==> src/hw/rtl/motor_feedback_turn_tracker_top_defines.svh <==
// Assertion macros for the motor feedback turn tracker.
// Included by the top level; expects i_clk and i_rst_n in scope.
`ifndef MOTOR_FEEDBACK_TURN_TRACKER_TOP_DEFINES_SVH
`define MOTOR_FEEDBACK_TURN_TRACKER_TOP_DEFINES_SVH

// Condition in the same cycle implies consequence in the same cycle.
`define MFTT_ASSERT_SAME(label, ante, cons, msg) \
    label: assert property (@(posedge i_clk) disable iff (!i_rst_n) \
        (ante) |-> (cons)) else $error(msg);

// Condition implies consequence in the next cycle.
`define MFTT_ASSERT_NEXT(label, ante, cons, msg) \
    label: assert property (@(posedge i_clk) disable iff (!i_rst_n) \
        (ante) |=> (cons)) else $error(msg);

`endif

==> src/hw/rtl/mftt_pkg.sv <==
// Shared constants and types of the motor feedback turn tracker.
// No dependencies; used by every module of the block.
package mftt_pkg;

    localparam int SLOT_COUNT      = 32;
    localparam int TABLE_ENTRIES   = 8;
    localparam int REG_COUNT       = 8;
    localparam int COUNTS_PER_TURN = 8192;
    localparam int QUEUE_DEPTH     = 2;
    localparam int QPTR_W          = (QUEUE_DEPTH > 1) ? $clog2(QUEUE_DEPTH) : 1;
    localparam int QCNT_W          = $clog2(QUEUE_DEPTH + 1);

    // Command kinds passed from front to back
    localparam logic [1:0] CMD_NONE     = 2'd0;
    localparam logic [1:0] CMD_FEEDBACK = 2'd1;
    localparam logic [1:0] CMD_TARGET   = 2'd2;

    // Encoder types
    localparam logic [1:0] TYPE_ABSOLUTE = 2'd1;

    // Item functions
    localparam logic FUNC_FEEDBACK = 1'b0;
    localparam logic FUNC_TARGET   = 1'b1;

    typedef struct packed {
        logic [1:0]         kind;
        logic [4:0]         slot;
        logic [1:0]         enc_type;   // entry type, or fallback type for targets
        logic [12:0]        angle;      // clamped encoder or target angle
        logic signed [15:0] speed;
        logic signed [15:0] current;
        logic [7:0]         temp;
        logic signed [15:0] tgt_turns;
    } t_cmd;

    typedef struct packed {
        logic              full;
        logic              empty;
        logic [QCNT_W-1:0] count;
    } t_q_stat;

    typedef struct packed {
        logic               matched;
        logic [4:0]         slot;
        logic [12:0]        angle;
        logic signed [15:0] speed;
        logic signed [15:0] current;
        logic [7:0]         temperature;
        logic signed [31:0] turn_count;
        logic signed [13:0] tgt_offset;
    } t_result;

endpackage

==> src/hw/rtl/mftt_front.sv <==
// Front end: match table registers, input item decode and classification.
// Depends on mftt_pkg; pushes one command per accepted item into the queue.
module mftt_front (
    input  logic                 i_clk,
    input  logic                 i_rst_n,
    input  logic                 i_cfg_we,
    input  logic [2:0]           i_cfg_index,
    input  logic [20:0]          i_cfg_data,
    input  logic                 i_in_valid,
    input  logic                 i_func,
    input  logic [103:0]         i_in_data,
    input  mftt_pkg::t_q_stat    i_q_stat,
    output logic                 o_in_ready,
    output logic                 o_push,
    output mftt_pkg::t_cmd       o_cmd
);

    logic [20:0] r_entry [mftt_pkg::REG_COUNT];

    logic [1:0]         in_port;
    logic [10:0]        in_id;
    logic [15:0]        in_enc;
    logic [4:0]         in_tslot;
    logic [12:0]        in_tangle;
    logic               hit;
    logic [4:0]         hit_slot;
    logic [1:0]         hit_type;
    logic [1:0]         fb_type;
    logic [12:0]        enc_clamped;

    assign in_port   = i_in_data[1:0];
    assign in_id     = i_in_data[12:2];
    assign in_enc    = i_in_data[28:13];
    assign in_tslot  = i_in_data[73:69];
    assign in_tangle = i_in_data[86:74];

    // Table registers, written from the configuration port
    always_ff @(posedge i_clk) begin
        if (!i_rst_n) begin
            for (int i = 0; i < mftt_pkg::REG_COUNT; i++) begin
                r_entry[i] <= '0;
            end
        end else if (i_cfg_we) begin
            r_entry[i_cfg_index] <= i_cfg_data;
        end
    end

    // Priority match: scan downward so the lowest index wins
    always_comb begin
        hit      = 1'b0;
        hit_slot = '0;
        hit_type = '0;
        for (int i = mftt_pkg::TABLE_ENTRIES - 1; i >= 0; i--) begin
            if (r_entry[i][20] && (r_entry[i][19:18] != 2'd0) &&
                (r_entry[i][19:18] == in_port) && (r_entry[i][17:7] == in_id)) begin
                hit      = 1'b1;
                hit_slot = r_entry[i][4:0];
                hit_type = r_entry[i][6:5];
            end
        end
    end

    // Fallback type of a target slot: last valid entry naming that slot
    always_comb begin
        fb_type = '0;
        for (int i = 0; i < mftt_pkg::TABLE_ENTRIES; i++) begin
            if (r_entry[i][20] && (r_entry[i][4:0] == in_tslot)) begin
                fb_type = r_entry[i][6:5];
            end
        end
    end

    // Saturate encoder reading to one turn
    assign enc_clamped = (in_enc > 16'(mftt_pkg::COUNTS_PER_TURN - 1))
                       ? 13'(mftt_pkg::COUNTS_PER_TURN - 1) : in_enc[12:0];

    // Build the command
    always_comb begin
        o_cmd           = '0;
        o_cmd.speed     = $signed(i_in_data[44:29]);
        o_cmd.current   = $signed(i_in_data[60:45]);
        o_cmd.temp      = i_in_data[68:61];
        o_cmd.tgt_turns = $signed(i_in_data[102:87]);
        if (i_func == mftt_pkg::FUNC_TARGET) begin
            o_cmd.slot     = in_tslot;
            o_cmd.enc_type = fb_type;
            o_cmd.angle    = (in_tangle > 13'(mftt_pkg::COUNTS_PER_TURN - 1))
                           ? 13'(mftt_pkg::COUNTS_PER_TURN - 1) : in_tangle;
            o_cmd.kind     = ({1'b0, in_tslot} < 6'(mftt_pkg::SLOT_COUNT))
                           ? mftt_pkg::CMD_TARGET : mftt_pkg::CMD_NONE;
        end else begin
            o_cmd.slot     = hit_slot;
            o_cmd.enc_type = hit_type;
            o_cmd.angle    = enc_clamped;
            o_cmd.kind     = (hit && ({1'b0, hit_slot} < 6'(mftt_pkg::SLOT_COUNT)))
                           ? mftt_pkg::CMD_FEEDBACK : mftt_pkg::CMD_NONE;
        end
    end

    assign o_in_ready = !i_q_stat.full;
    assign o_push     = i_in_valid && !i_q_stat.full;

endmodule

==> src/hw/rtl/mftt_queue.sv <==
// Short command queue between the front and the back end.
// Depends on mftt_pkg for the command type and depth.
module mftt_queue (
    input  logic               i_clk,
    input  logic               i_rst_n,
    input  logic               i_push,
    input  mftt_pkg::t_cmd     i_cmd,
    input  logic               i_pop,
    output mftt_pkg::t_cmd     o_cmd,
    output mftt_pkg::t_q_stat  o_stat
);

    mftt_pkg::t_cmd                 r_q [mftt_pkg::QUEUE_DEPTH];
    logic [mftt_pkg::QPTR_W-1:0]    r_wr_ptr;
    logic [mftt_pkg::QPTR_W-1:0]    r_rd_ptr;
    logic [mftt_pkg::QCNT_W-1:0]    r_count;
    logic                           do_push;
    logic                           do_pop;

    assign o_stat.full  = (r_count == mftt_pkg::QCNT_W'(mftt_pkg::QUEUE_DEPTH));
    assign o_stat.empty = (r_count == '0);
    assign o_stat.count = r_count;
    assign do_push      = i_push && !o_stat.full;
    assign do_pop       = i_pop && !o_stat.empty;
    assign o_cmd        = r_q[r_rd_ptr];

    // Storage
    always_ff @(posedge i_clk) begin
        if (do_push) begin
            r_q[r_wr_ptr] <= i_cmd;
        end
    end

    // Pointers and fill count
    always_ff @(posedge i_clk) begin
        if (!i_rst_n) begin
            r_wr_ptr <= '0;
            r_rd_ptr <= '0;
            r_count  <= '0;
        end else begin
            if (do_push) begin
                r_wr_ptr <= (r_wr_ptr == mftt_pkg::QPTR_W'(mftt_pkg::QUEUE_DEPTH - 1))
                          ? '0 : r_wr_ptr + 1'b1;
            end
            if (do_pop) begin
                r_rd_ptr <= (r_rd_ptr == mftt_pkg::QPTR_W'(mftt_pkg::QUEUE_DEPTH - 1))
                          ? '0 : r_rd_ptr + 1'b1;
            end
            if (do_push && !do_pop) begin
                r_count <= r_count + 1'b1;
            end else if (do_pop && !do_push) begin
                r_count <= r_count - 1'b1;
            end
        end
    end

endmodule

==> src/hw/rtl/mftt_back.sv <==
// Back end: per-slot state memory, read-modify-write sequencer, result register.
// Depends on mftt_pkg; takes commands from mftt_queue.
module mftt_back (
    input  logic               i_clk,
    input  logic               i_rst_n,
    input  mftt_pkg::t_cmd     i_cmd,
    input  logic               i_q_empty,
    output logic               o_pop,
    output logic               o_out_valid,
    input  logic               i_out_ready,
    output mftt_pkg::t_result  o_result
);

    typedef struct packed {
        logic [12:0]        angle;
        logic signed [31:0] turns;
        logic [12:0]        target;
        logic signed [15:0] tgt_turns;
        logic signed [13:0] diff;
    } t_slot_rec;

    localparam logic [1:0] ST_IDLE  = 2'd0;
    localparam logic [1:0] ST_CALC  = 2'd1;
    localparam logic [1:0] ST_WRITE = 2'd2;

    localparam logic signed [17:0] TURN_LIM = 18'sd5 * 18'(mftt_pkg::COUNTS_PER_TURN);
    localparam logic signed [14:0] HALF     = 15'(mftt_pkg::COUNTS_PER_TURN / 2);
    localparam logic signed [14:0] FULL     = 15'(mftt_pkg::COUNTS_PER_TURN);

    t_slot_rec r_mem [mftt_pkg::SLOT_COUNT];
    t_slot_rec r_rdata;
    logic      r_rd_vld;

    logic [mftt_pkg::SLOT_COUNT-1:0] r_slot_vld;
    logic [mftt_pkg::SLOT_COUNT-1:0] r_type_known;
    logic [1:0]                      r_type [mftt_pkg::SLOT_COUNT];

    logic [1:0]         r_state, n_state;
    mftt_pkg::t_cmd     r_cmd;
    t_slot_rec          r_new, n_new;
    mftt_pkg::t_result  r_res, n_res;
    logic               r_do_write, n_do_write;
    logic               r_out_valid;
    mftt_pkg::t_result  r_out;

    t_slot_rec          old_rec;
    logic [1:0]         eff_type;
    logic signed [13:0] delta;
    logic signed [17:0] delta6;
    logic signed [13:0] fb_diff;
    logic signed [13:0] tg_diff;
    logic               out_free;
    logic               load_out;

    // Shortest signed difference target - angle within half a turn
    function automatic logic signed [13:0] short_diff(input logic [12:0] tgt,
                                                      input logic [12:0] ang);
        logic signed [14:0] d;
        begin
            d = $signed({2'b00, tgt}) - $signed({2'b00, ang});
            if (d > HALF) begin
                d = d - FULL;
            end else if (d < -HALF) begin
                d = d + FULL;
            end
            return d[13:0];
        end
    endfunction

    assign out_free = !r_out_valid || i_out_ready;
    assign load_out = (r_state == ST_WRITE) && out_free;
    assign o_pop    = (r_state == ST_IDLE) && !i_q_empty;

    // Slot memory: registered read, single write port
    always_ff @(posedge i_clk) begin
        if (o_pop) begin
            r_rdata <= r_mem[i_cmd.slot];
        end
        if (load_out && r_do_write) begin
            r_mem[r_cmd.slot] <= r_new;
        end
    end

    // Sequencer state and latched command
    always_ff @(posedge i_clk) begin
        if (!i_rst_n) begin
            r_state <= ST_IDLE;
        end else begin
            r_state <= n_state;
        end
        if (o_pop) begin
            r_cmd    <= i_cmd;
            r_rd_vld <= r_slot_vld[i_cmd.slot];
        end
        if (r_state == ST_CALC) begin
            r_new      <= n_new;
            r_res      <= n_res;
            r_do_write <= n_do_write;
        end
    end

    always_comb begin
        n_state = r_state;
        case (r_state)
            ST_IDLE:  if (!i_q_empty) n_state = ST_CALC;
            ST_CALC:  n_state = ST_WRITE;
            ST_WRITE: if (out_free) n_state = ST_IDLE;
            default:  n_state = ST_IDLE;
        endcase
    end

    // Per-slot valid bits and last seen encoder type
    always_ff @(posedge i_clk) begin
        if (!i_rst_n) begin
            r_slot_vld   <= '0;
            r_type_known <= '0;
        end else if (load_out && r_do_write) begin
            r_slot_vld[r_cmd.slot] <= 1'b1;
            if (r_cmd.kind == mftt_pkg::CMD_FEEDBACK) begin
                r_type_known[r_cmd.slot] <= 1'b1;
            end
        end
    end

    always_ff @(posedge i_clk) begin
        if (load_out && r_do_write && (r_cmd.kind == mftt_pkg::CMD_FEEDBACK)) begin
            r_type[r_cmd.slot] <= r_cmd.enc_type;
        end
    end

    // Update arithmetic on the read record
    assign old_rec  = r_rd_vld ? r_rdata : '0;
    assign eff_type = r_type_known[r_cmd.slot] ? r_type[r_cmd.slot] : r_cmd.enc_type;
    assign delta    = $signed({1'b0, r_cmd.angle}) - $signed({1'b0, old_rec.angle});
    assign delta6   = 18'(delta) * 18'sd6;
    assign fb_diff  = short_diff(old_rec.target, r_cmd.angle);
    assign tg_diff  = short_diff(r_cmd.angle, old_rec.angle);

    always_comb begin
        n_new      = old_rec;
        n_res      = '0;
        n_do_write = 1'b0;
        case (r_cmd.kind)
            mftt_pkg::CMD_FEEDBACK: begin
                n_do_write        = 1'b1;
                n_new.angle       = r_cmd.angle;
                n_res.matched     = 1'b1;
                n_res.slot        = r_cmd.slot;
                n_res.angle       = r_cmd.angle;
                n_res.speed       = r_cmd.speed;
                n_res.current     = r_cmd.current;
                n_res.temperature = r_cmd.temp;
                if (r_cmd.enc_type == mftt_pkg::TYPE_ABSOLUTE) begin
                    n_new.diff       = fb_diff;
                    n_new.turns      = '0;
                    n_res.tgt_offset = fb_diff;
                end else if (delta6 < -TURN_LIM) begin
                    n_new.turns = old_rec.turns + 32'sd1;
                end else if (delta6 > TURN_LIM) begin
                    n_new.turns = old_rec.turns - 32'sd1;
                end
                n_res.turn_count = n_new.turns;
            end
            mftt_pkg::CMD_TARGET: begin
                n_do_write       = 1'b1;
                n_new.target     = r_cmd.angle;
                n_new.tgt_turns  = r_cmd.tgt_turns;
                n_res.matched    = 1'b1;
                n_res.slot       = r_cmd.slot;
                n_res.angle      = old_rec.angle;
                n_res.turn_count = old_rec.turns;
                if (eff_type == mftt_pkg::TYPE_ABSOLUTE) begin
                    n_new.diff       = tg_diff;
                    n_res.tgt_offset = tg_diff;
                end
            end
            default: begin
                n_do_write = 1'b0;
            end
        endcase
    end

    // Result register toward the output channel
    always_ff @(posedge i_clk) begin
        if (!i_rst_n) begin
            r_out_valid <= 1'b0;
        end else if (load_out) begin
            r_out_valid <= 1'b1;
        end else if (i_out_ready) begin
            r_out_valid <= 1'b0;
        end
        if (load_out) begin
            r_out <= r_res;
        end
    end

    assign o_out_valid = r_out_valid;
    assign o_result    = r_out;

endmodule

==> src/hw/rtl/motor_feedback_turn_tracker_top.sv <==
// Motor feedback turn tracker, top level.
// Depends on mftt_pkg, mftt_front, mftt_queue, mftt_back and the defines header.
//
// Usage:
//   Input stream (s_axis): one item per feedback frame or set-target request;
//   tuser carries func (0 feedback, 1 set target). Output stream (m_axis):
//   exactly one result item per input item, in order; tuser is the matched flag.
//   Configuration: i_cfg_we writes i_cfg_data into table entry i_cfg_index
//   (0 = highest priority) at the clock edge; write only while idle.
//   An accepted item goes through the command queue, memory read, update and
//   result register. The back end takes a new item only after it has finished
//   the read-modify-write of the slot memory (read, compute, write) for the last one; a stalled output holds it.
//   A two-entry command queue lets the input accept up to two items while the
//   back end works or the output is stalled; with the receiver stalled the
//   result register holds and input ready drops once the queue is full.
//   Reset (synchronous, active low) clears the table, the queue, the result
//   register and the per-slot valid and type-known bits; slot state then reads
//   as zero without any clearing pass.
`include "motor_feedback_turn_tracker_top_defines.svh"

module motor_feedback_turn_tracker_top (
    input  logic          i_clk,
    input  logic          i_rst_n,
    input  logic          i_cfg_we,
    input  logic [2:0]    i_cfg_index,
    input  logic [20:0]   i_cfg_data,
    input  logic          s_axis_tvalid,
    output logic          s_axis_tready,
    // bus_port, frame_id, encoder_raw, speed_raw, current_raw, temp_raw,
    // target_slot, goal_angle, target_turns, one zero pad bit
    input  logic [103:0]  s_axis_tdata,
    input  logic          s_axis_tuser,   // func
    output logic          m_axis_tvalid,
    input  logic          m_axis_tready,
    // slot, angle, speed, current, temperature, turn_count, tgt_offset
    output logic [103:0]  m_axis_tdata,
    output logic          m_axis_tuser    // matched
);

    mftt_pkg::t_cmd     front_cmd;
    mftt_pkg::t_cmd     q_cmd;
    mftt_pkg::t_q_stat  q_stat;
    mftt_pkg::t_result  result;
    logic               push;
    logic               pop;

    mftt_front u_front (
        .i_clk       (i_clk),
        .i_rst_n     (i_rst_n),
        .i_cfg_we    (i_cfg_we),
        .i_cfg_index (i_cfg_index),
        .i_cfg_data  (i_cfg_data),
        .i_in_valid  (s_axis_tvalid),
        .i_func      (s_axis_tuser),
        .i_in_data   (s_axis_tdata),
        .i_q_stat    (q_stat),
        .o_in_ready  (s_axis_tready),
        .o_push      (push),
        .o_cmd       (front_cmd)
    );

    mftt_queue u_queue (
        .i_clk   (i_clk),
        .i_rst_n (i_rst_n),
        .i_push  (push),
        .i_cmd   (front_cmd),
        .i_pop   (pop),
        .o_cmd   (q_cmd),
        .o_stat  (q_stat)
    );

    mftt_back u_back (
        .i_clk       (i_clk),
        .i_rst_n     (i_rst_n),
        .i_cmd       (q_cmd),
        .i_q_empty   (q_stat.empty),
        .o_pop       (pop),
        .o_out_valid (m_axis_tvalid),
        .i_out_ready (m_axis_tready),
        .o_result    (result)
    );

    // Output packing, first field in the lowest bits
    assign m_axis_tuser = result.matched;
    assign m_axis_tdata = {result.tgt_offset, result.turn_count, result.temperature,
                           result.current, result.speed, result.angle, result.slot};

    // Checks
    `MFTT_ASSERT_SAME(a_unmatched_zero, m_axis_tvalid && !m_axis_tuser, m_axis_tdata == '0, "unmatched result carries nonzero fields")
    `MFTT_ASSERT_SAME(a_queue_bound, 1'b1, q_stat.count <= mftt_pkg::QCNT_W'(mftt_pkg::QUEUE_DEPTH), "command queue over depth")
    `MFTT_ASSERT_NEXT(a_accept_queued, s_axis_tvalid && s_axis_tready, !q_stat.empty, "accepted item not in queue")
    `MFTT_ASSERT_SAME(a_ready_full, !s_axis_tready, q_stat.full, "input stalled with queue space")

endmodule

==> config.mk <==
export PLATFORM = sky130hd
export DESIGN_NAME = motor_feedback_turn_tracker_top
export DESIGN_NICKNAME = d
export VERILOG_FILES = /design/src/hw/rtl/mftt_pkg.sv /design/src/hw/rtl/mftt_front.sv /design/src/hw/rtl/mftt_queue.sv /design/src/hw/rtl/mftt_back.sv /design/src/hw/rtl/motor_feedback_turn_tracker_top.sv
export VERILOG_INCLUDE_DIRS = /design/src /design/src/hw/rtl
export SDC_FILE = /design/constraint.sdc
export NUM_CORES = 2
export LEC_CHECK = 0
export BUFFER_PORTS_ARGS = -buffer_cell sky130_fd_sc_hd__buf_2
export CAP_MARGIN = 15
export CORE_MARGIN = 1
export CORE_UTILIZATION = 44
export DETAILED_ROUTE_END_ITERATION = 10
export PLACE_DENSITY_LB_ADDON = 0.12
export SYNTH_ARGS = -nofsm -noshare
export SYNTH_HDL_FRONTEND = slang
export SYNTH_SLANG_ARGS = --single-unit
==> constraint.sdc <==
create_clock -name i_clk -period 11.3 [get_ports i_clk]
set_clock_uncertainty 0.05 [all_clocks]
set_input_delay 2.26 -clock i_clk [delete_from_list [all_inputs] [get_ports i_clk]]
set_output_delay 2.26 -clock i_clk [all_outputs]
set_load 0.05 [all_outputs]
Yosys cells after proc, flatten, opt, wreduce, memory -nomap -nowiden
Memories as Yosys holds them, arrays and structs flattened. A register that Yosys moved wholly into a read port is not among the register bits. Cells that the tools add are included.

Equality and inequality tests: 33. Add/subtract/negate cells: 13. Mux-type cells: 86. Bitwise gates (word level): 2. $lt $le $gt $ge: 11. Reductions and logical operators: 64. Multipliers: 1. Div/mod/pow operators: 0. Shifts and indexed selects: 0.

Operators with widths (number): $mux 14 (8); $mux 32 (3); $pmux 46 s2 (1); $eq 11x11->1 (8); $mux 88 (1); $or 32x32->32 (2); $mux 45 (1); $mux 5 (9); $logic_and 1x1->1 (42); $mux 2 (21); $sub 13x13->14 (3); $eq 5x5->1 (8); $pmux 19 s2 (1); $add 32x2->32 const B (1); $sub 32x2->32 const B (1); $mux 1 (30); $mux 29 (1); $add 14x14->14 const B (2); $gt 14x14->1 const B (2); $lt 14x13->1 const B (2); $pmux 14 s2 (1); $sub 14x14->14 const B (2); $mux 13 (2); $mux 22 (1); 27 further kinds (57).

Memories: 4. Word-level logic and storage cells: 252. Register bits after elaboration: 449. Output and inout port bits: 107. Bits of input ports: 134. Bits in writable memories: 3204. Bits in latches: 0. Bits in read-only memories: 0.

Memories: u_back.r_mem (words 32, bits a word 88, rd ports 1, clocked after memory_dff 1, wr ports 1, line mftt_back.sv:30) `t_slot_rec r_mem [mftt_pkg::SLOT_COUNT];`; u_front.r_entry (words 8, bits a word 21, rd ports 8, clocked after memory_dff 0, wr ports 8, line mftt_front.sv:18) `logic [20:0] r_entry [mftt_pkg::REG_COUNT];`; u_queue.r_q (words 2, bits a word 78, rd ports 1, clocked after memory_dff 1, wr ports 1, line mftt_queue.sv:13) `mftt_pkg::t_cmd r_q [mftt_pkg::QUEUE_DEPTH];`; u_back.r_type (words 32, bits a word 2, rd ports 1, clocked after memory_dff 1, wr ports 1, line mftt_back.sv:36) `logic [1:0] r_type [mftt_pkg::SLOT_COUNT];`.

Logic depth before layout (Yosys ltp)
An unclocked memory read counts as a cell.

Word-level depth: 15. Mapped depth: 31. Gate-level depth less buffers: 25.

Modules after synthesis
From an unflattened synthesis, not the netlist that was laid out.

Cells, all modules: 5470. Area total of the unflattened synthesis: 108406.5 um^2.

By module, submodules not included: mftt_back (cells an instance 4373, seq. area each 70777.9 um^2, times used 1, area an instance 92849.0 um^2); mftt_front (cells an instance 829, seq. area each 5044.8 um^2, times used 1, area an instance 9615.5 um^2); mftt_queue (cells an instance 268, seq. area each 4784.6 um^2, times used 1, area an instance 5941.9 um^2).

Worst setup path after synthesis
Ideal clock, no wire load.

Path kind: input to register. Start: input m_axis_tready. End: memory u_back.r_type[30][0] (enable). Path slack: -478 ps. Stages on the path: 5. Arrival time: 11420 ps. Data required time: 10941 ps. Cell sequence: nand2b_1 -> nor2b_1 -> nand4b_1 -> nor2_1 -> and2_1.

Longest elaborated chain between the ends: 6.

Ends and longest elaborated chain: start, declared (line motor_feedback_turn_tracker_top.sv:34) `input logic m_axis_tready,`; $logic_or 1x1->1 (line mftt_back.sv:70) `assign out_free = !r_out_valid || i_out_ready;`; $logic_and 1x1->1 (line mftt_back.sv:71) `assign load_out = (r_state == ST_WRITE) && out_free;`; via u_back.load_out (line mftt_back.sv:53) `logic load_out;`; $logic_and 1x1->1 (2 in series) (line mftt_back.sv:126) `if (load_out && r_do_write && (r_cmd.kind == mftt_pkg::CMD_FEEDBACK)) begin`; $mux 1 (line mftt_back.sv:126); $mux 1 (implied by the code) (line mftt_back.sv:127) `r_type[r_cmd.slot] <= r_cmd.enc_type;`; end, declared (line mftt_back.sv:36).

The timed path passes the listed nets, and every way through them passes these cells.

==> results.cfg <==
[run_status]
status = finished, final reports clean

[global_route]
grt_pass1_vias = 66200
grt_usage = 0.248
grt_antenna_before_repair = 6
grt_max_degree = 165
grt_pass1_wl_um = 456000
overflow = 0

[critical_path]
worstSetupStartpointType = register
max_stage_delay_ns = 0.61
critical-path-top-delay-family = compound AO/OA/AOI/OAI gates
r2r_cells = 26
arrival_ns = 7.94
worstPathMaxFanout = 115
cp-end-kind = register
r2r_end = u_back.r_res[32]$_DFFE_PN_
crit_buf_inv = 3
path_common_cell = a21oi_1
crit_required_ns = 11.90
crit_slowest_cell = or3_1
crit_type = register to register
reg2reg_slack_ns = 3.96
regToRegStartpoint = u_back.r_rd_vld$_DFFE_PP_

[floorplanning]
fp.dieH_um = 501
io_pins = 241
die-area_sq_um = 251000
rows = 182
start_util = 0.444
fp.dieW_um = 501
core_sq_um = 247000

[logic_synthesis]
synth_largest_area_cell = edfxtp_1
synth_edf_count = 2601
synth_nets = 8555
syn_area_per_cell_sq_um = 13.1
ys.warnings.count = 0
synth_common_cells = 2601 x edfxtp_1, 2047 x nand2_1, 1025 x nand3_1
async_reset_ff_frac = 0
ys_seq_area_frac = 0.727
synth_top_cells_by_area = edfxtp_1 71%, nand2_1 7.0%, nand3_1 4.7%, a311oi_1 2.4%, clkbuf_1 1.7%
ys.flop_type = edfxtp_1
synth_most_common_cell = edfxtp_1
ys_seq_elements = 2678
synth_top_area_share = 0.713
ys_types = 88
netlist_area_sq_um = 110000
syn_inst = 8363

[sta]
setup_violations = 0
max_slew_margin = 0.0127
finalCriticalPeriod_ns = 7.34
period_share = 0.649
rsz0062_at_grt = no
slew_viol_final = 0
worst_pin_slew_ns = 1.48
fmax_mhz = 136
setup_tns_ns = 0
hold_viol_final = 0

[drt]
wire_per_inst_um = 26.1
vias_per_cell = 5.72
drt_wl_total_um = 315000
drcViolationCount = 0
drtIter0Drc = 7181
ant_nets = 0
num_vias = 69000
first_pass_iters = 5

[cts]
cts.clk_slew.worst_paths_ns = 0.06
cts_tree = yes
cts_buffers = 300
postCtsSetupRepairBufs = 0
ctsRootBufferMaster = clkbuf_16
post_cts_resized = 0
htreeDepth = 5
holdBufCountCts = 0
cts_sinks = 2678
clk_path_buf_depth = 4
clk_latency_ns = 0.93

[pwr]
cellPowerDensity_nw_per_um2 = 265
p_leak_uw = 0.0426
ir_drop_mv = 0.590

[cells_and_area]
num-nets-final = 8710
syn_to_final_growth_pct = 13.1
utilization = 0.502
drive_above_1_share = 0.108

[worst_hold_path]
min_path_type = register to register
min_to = u_back.o_result[44]$_DFFE_PP_
hold_depth = 0
hold_path_startpoint = u_back.r_res[44]$_DFFE_PN_

[place]
hpwl_um = 174000
place.gp.congestion = 0.859
io_buffer_count = 223

[job]
drv_cap = 0
-- where the power goes --
group	total [uW]	switching [uW]	leakage, uW	internal [uW]
logic	10400	7140	0.0138	3230
registers	13200	869	0.0243	12400
clock network	9240	3800	0.00448	5440
-- cells by family (layout without fill, tap and decap cells) --
logic type,after synthesis,count (layout),synth area share
xor gates and xnor gates,168,168,0.0134
and+or+nand+nor,3827,3827,0.158
DFF,2678,2678,0.727
buffers and inverters,607,976,0.0209
AOI/OAI and AO/OA,909,909,0.0618
other,0,11,0
muxes,116,116,0.0127
adders and majority gates,58,58,0.00683
-- routing by layer --
metal,GRT usage,up-vias,share of wire
met4,0.0859,0,0.034
met3,0.0286,492,0.055
li1,-,31200,-
met1,0.339,35100,0.42
met5,0,-,0
met2,0.409,2207,0.49
-- through the flow --
step	worst slack (ns)	cells	hold slack, ns	total power, uW	instance area (sq um)
2_1_floorplan	1.94	8363	0.350	20100	110000
5_1_grt	3.35	12000	0.365	34400	124000
3_3_place_gp	4.06	11500	0.350	23700	115000
4_1_cts	4.07	12000	0.363	33000	124000
3_5_place_dp	4.09	11500	0.355	23700	115000
6_report	3.96	12100	0.362	32800	124000
-- layout make-up --
| class | count | area (sq um) |
|---|---|---|
| Tap cell | 3312 | 4140 |
| Sequential cell | 2678 | 79700 |
| Clock inverter | 127 | 1060 |
| Clock buffer | 389 | 8130 |
| Antenna cell | 11 | 27.5 |
| Timing Repair Buffer | 388 | 2610 |
| Fill cell | 21300 | 123000 |
| Multi-Input combinational cell | 5078 | 28000 |
| Inverter | 72 | 290 |
-- how the worst max path moves through the flow --
stage                                          from                              to  slack [ns]  cells past startpoint
after global routing      u_back.r_rd_vld$_DFFE_PP_      u_back.r_res[32]$_DFFE_PN_        3.35                     26
final                     u_back.r_rd_vld$_DFFE_PP_      u_back.r_res[32]$_DFFE_PN_        3.96                     26
after floorplan                       m_axis_tready  u_back.r_type[30][0]$_DFFE_PP_        1.94                      5
after global placement    u_back.r_rd_vld$_DFFE_PP_      u_back.r_res[32]$_DFFE_PN_        4.06                     26
after detailed placement  u_back.r_rd_vld$_DFFE_PP_      u_back.r_res[32]$_DFFE_PN_        4.09                     25
after CTS                 u_back.r_rd_vld$_DFFE_PP_      u_back.r_res[32]$_DFFE_PN_        4.07                     25
-- sequential cells by signal (all words and copies together), names as in the netlist, named ones only --
signal / count
u_front.r_entry: 168
u_back.r_mem: 1856
u_queue.r_count: 2
u_back.r_do_write: 1
u_back.r_state: 2
u_back.r_type_known: 32
u_back.r_new: 58
u_back.r_res: 104
u_back.o_result: 105
u_back.r_cmd: 62
u_back.r_type: 64
u_queue.r_wr_ptr: 1
u_back.r_rd_vld: 1
u_queue.r_q: 124
u_back.r_slot_vld: 32
u_back.o_out_valid: 1
u_back.r_rdata: 58
u_queue.r_rd_ptr: 1
-- worst register-to-register path, cell delays in order, from the launching register on --
cell and delay, ns:
edfxtp_1 0.37, buf_12 0.35, nand2_1 0.15, inv_1 0.10, ha_1 0.20, fa_1 0.23, nor2b_1 0.06, o21ai_0 0.19
a21boi_0 0.17, o21ai_1 0.18, a21oi_1 0.13, a311oi_1 0.59, a21oi_1 0.16, xor2_1 0.46, and2_1 0.25, nor2_1 0.06
ha_1 0.38, a21oi_1 0.26, inv_1 0.08, a31oi_1 0.28, a21oi_1 0.13, o211a_2 0.29, o211ai_2 0.34, nand4_1 0.58
or3_1 0.61, a21o_1 0.18, a32o_1 0.24
-- layout by cell type, fill, tap and decap left out, types with 19 or more instances in the layout --
master,Yosys,final
ha_1,55,53
clkinv_1,1,63
nor2_4,0,33
clkbuf_16,0,310
o211ai_1,26,26
inv_1,69,68
o21ai_1,29,29
nand2_1,2047,2047
nand4_1,42,42
a311oi_1,296,296
mux2i_1,24,19
and3_1,141,140
nand2b_1,27,27
nor3_1,23,20
clkinv_2,0,31
a31oi_1,73,73
and2_1,277,277
mux2_2,80,80
a21oi_1,84,84
nand3_1,1025,1025
xnor2_1,108,108
buf_2,4,222
xor2_1,60,60
edfxtp_1,2601,2601
o21a_1,98,98
buf_4,0,143
nor4_1,20,19
clkbuf_1,497,71
o21ai_0,86,80
nor2_1,133,99
a21o_1,70,70
dfxtp_1,77,76
(Power assumes the default switching activity.)
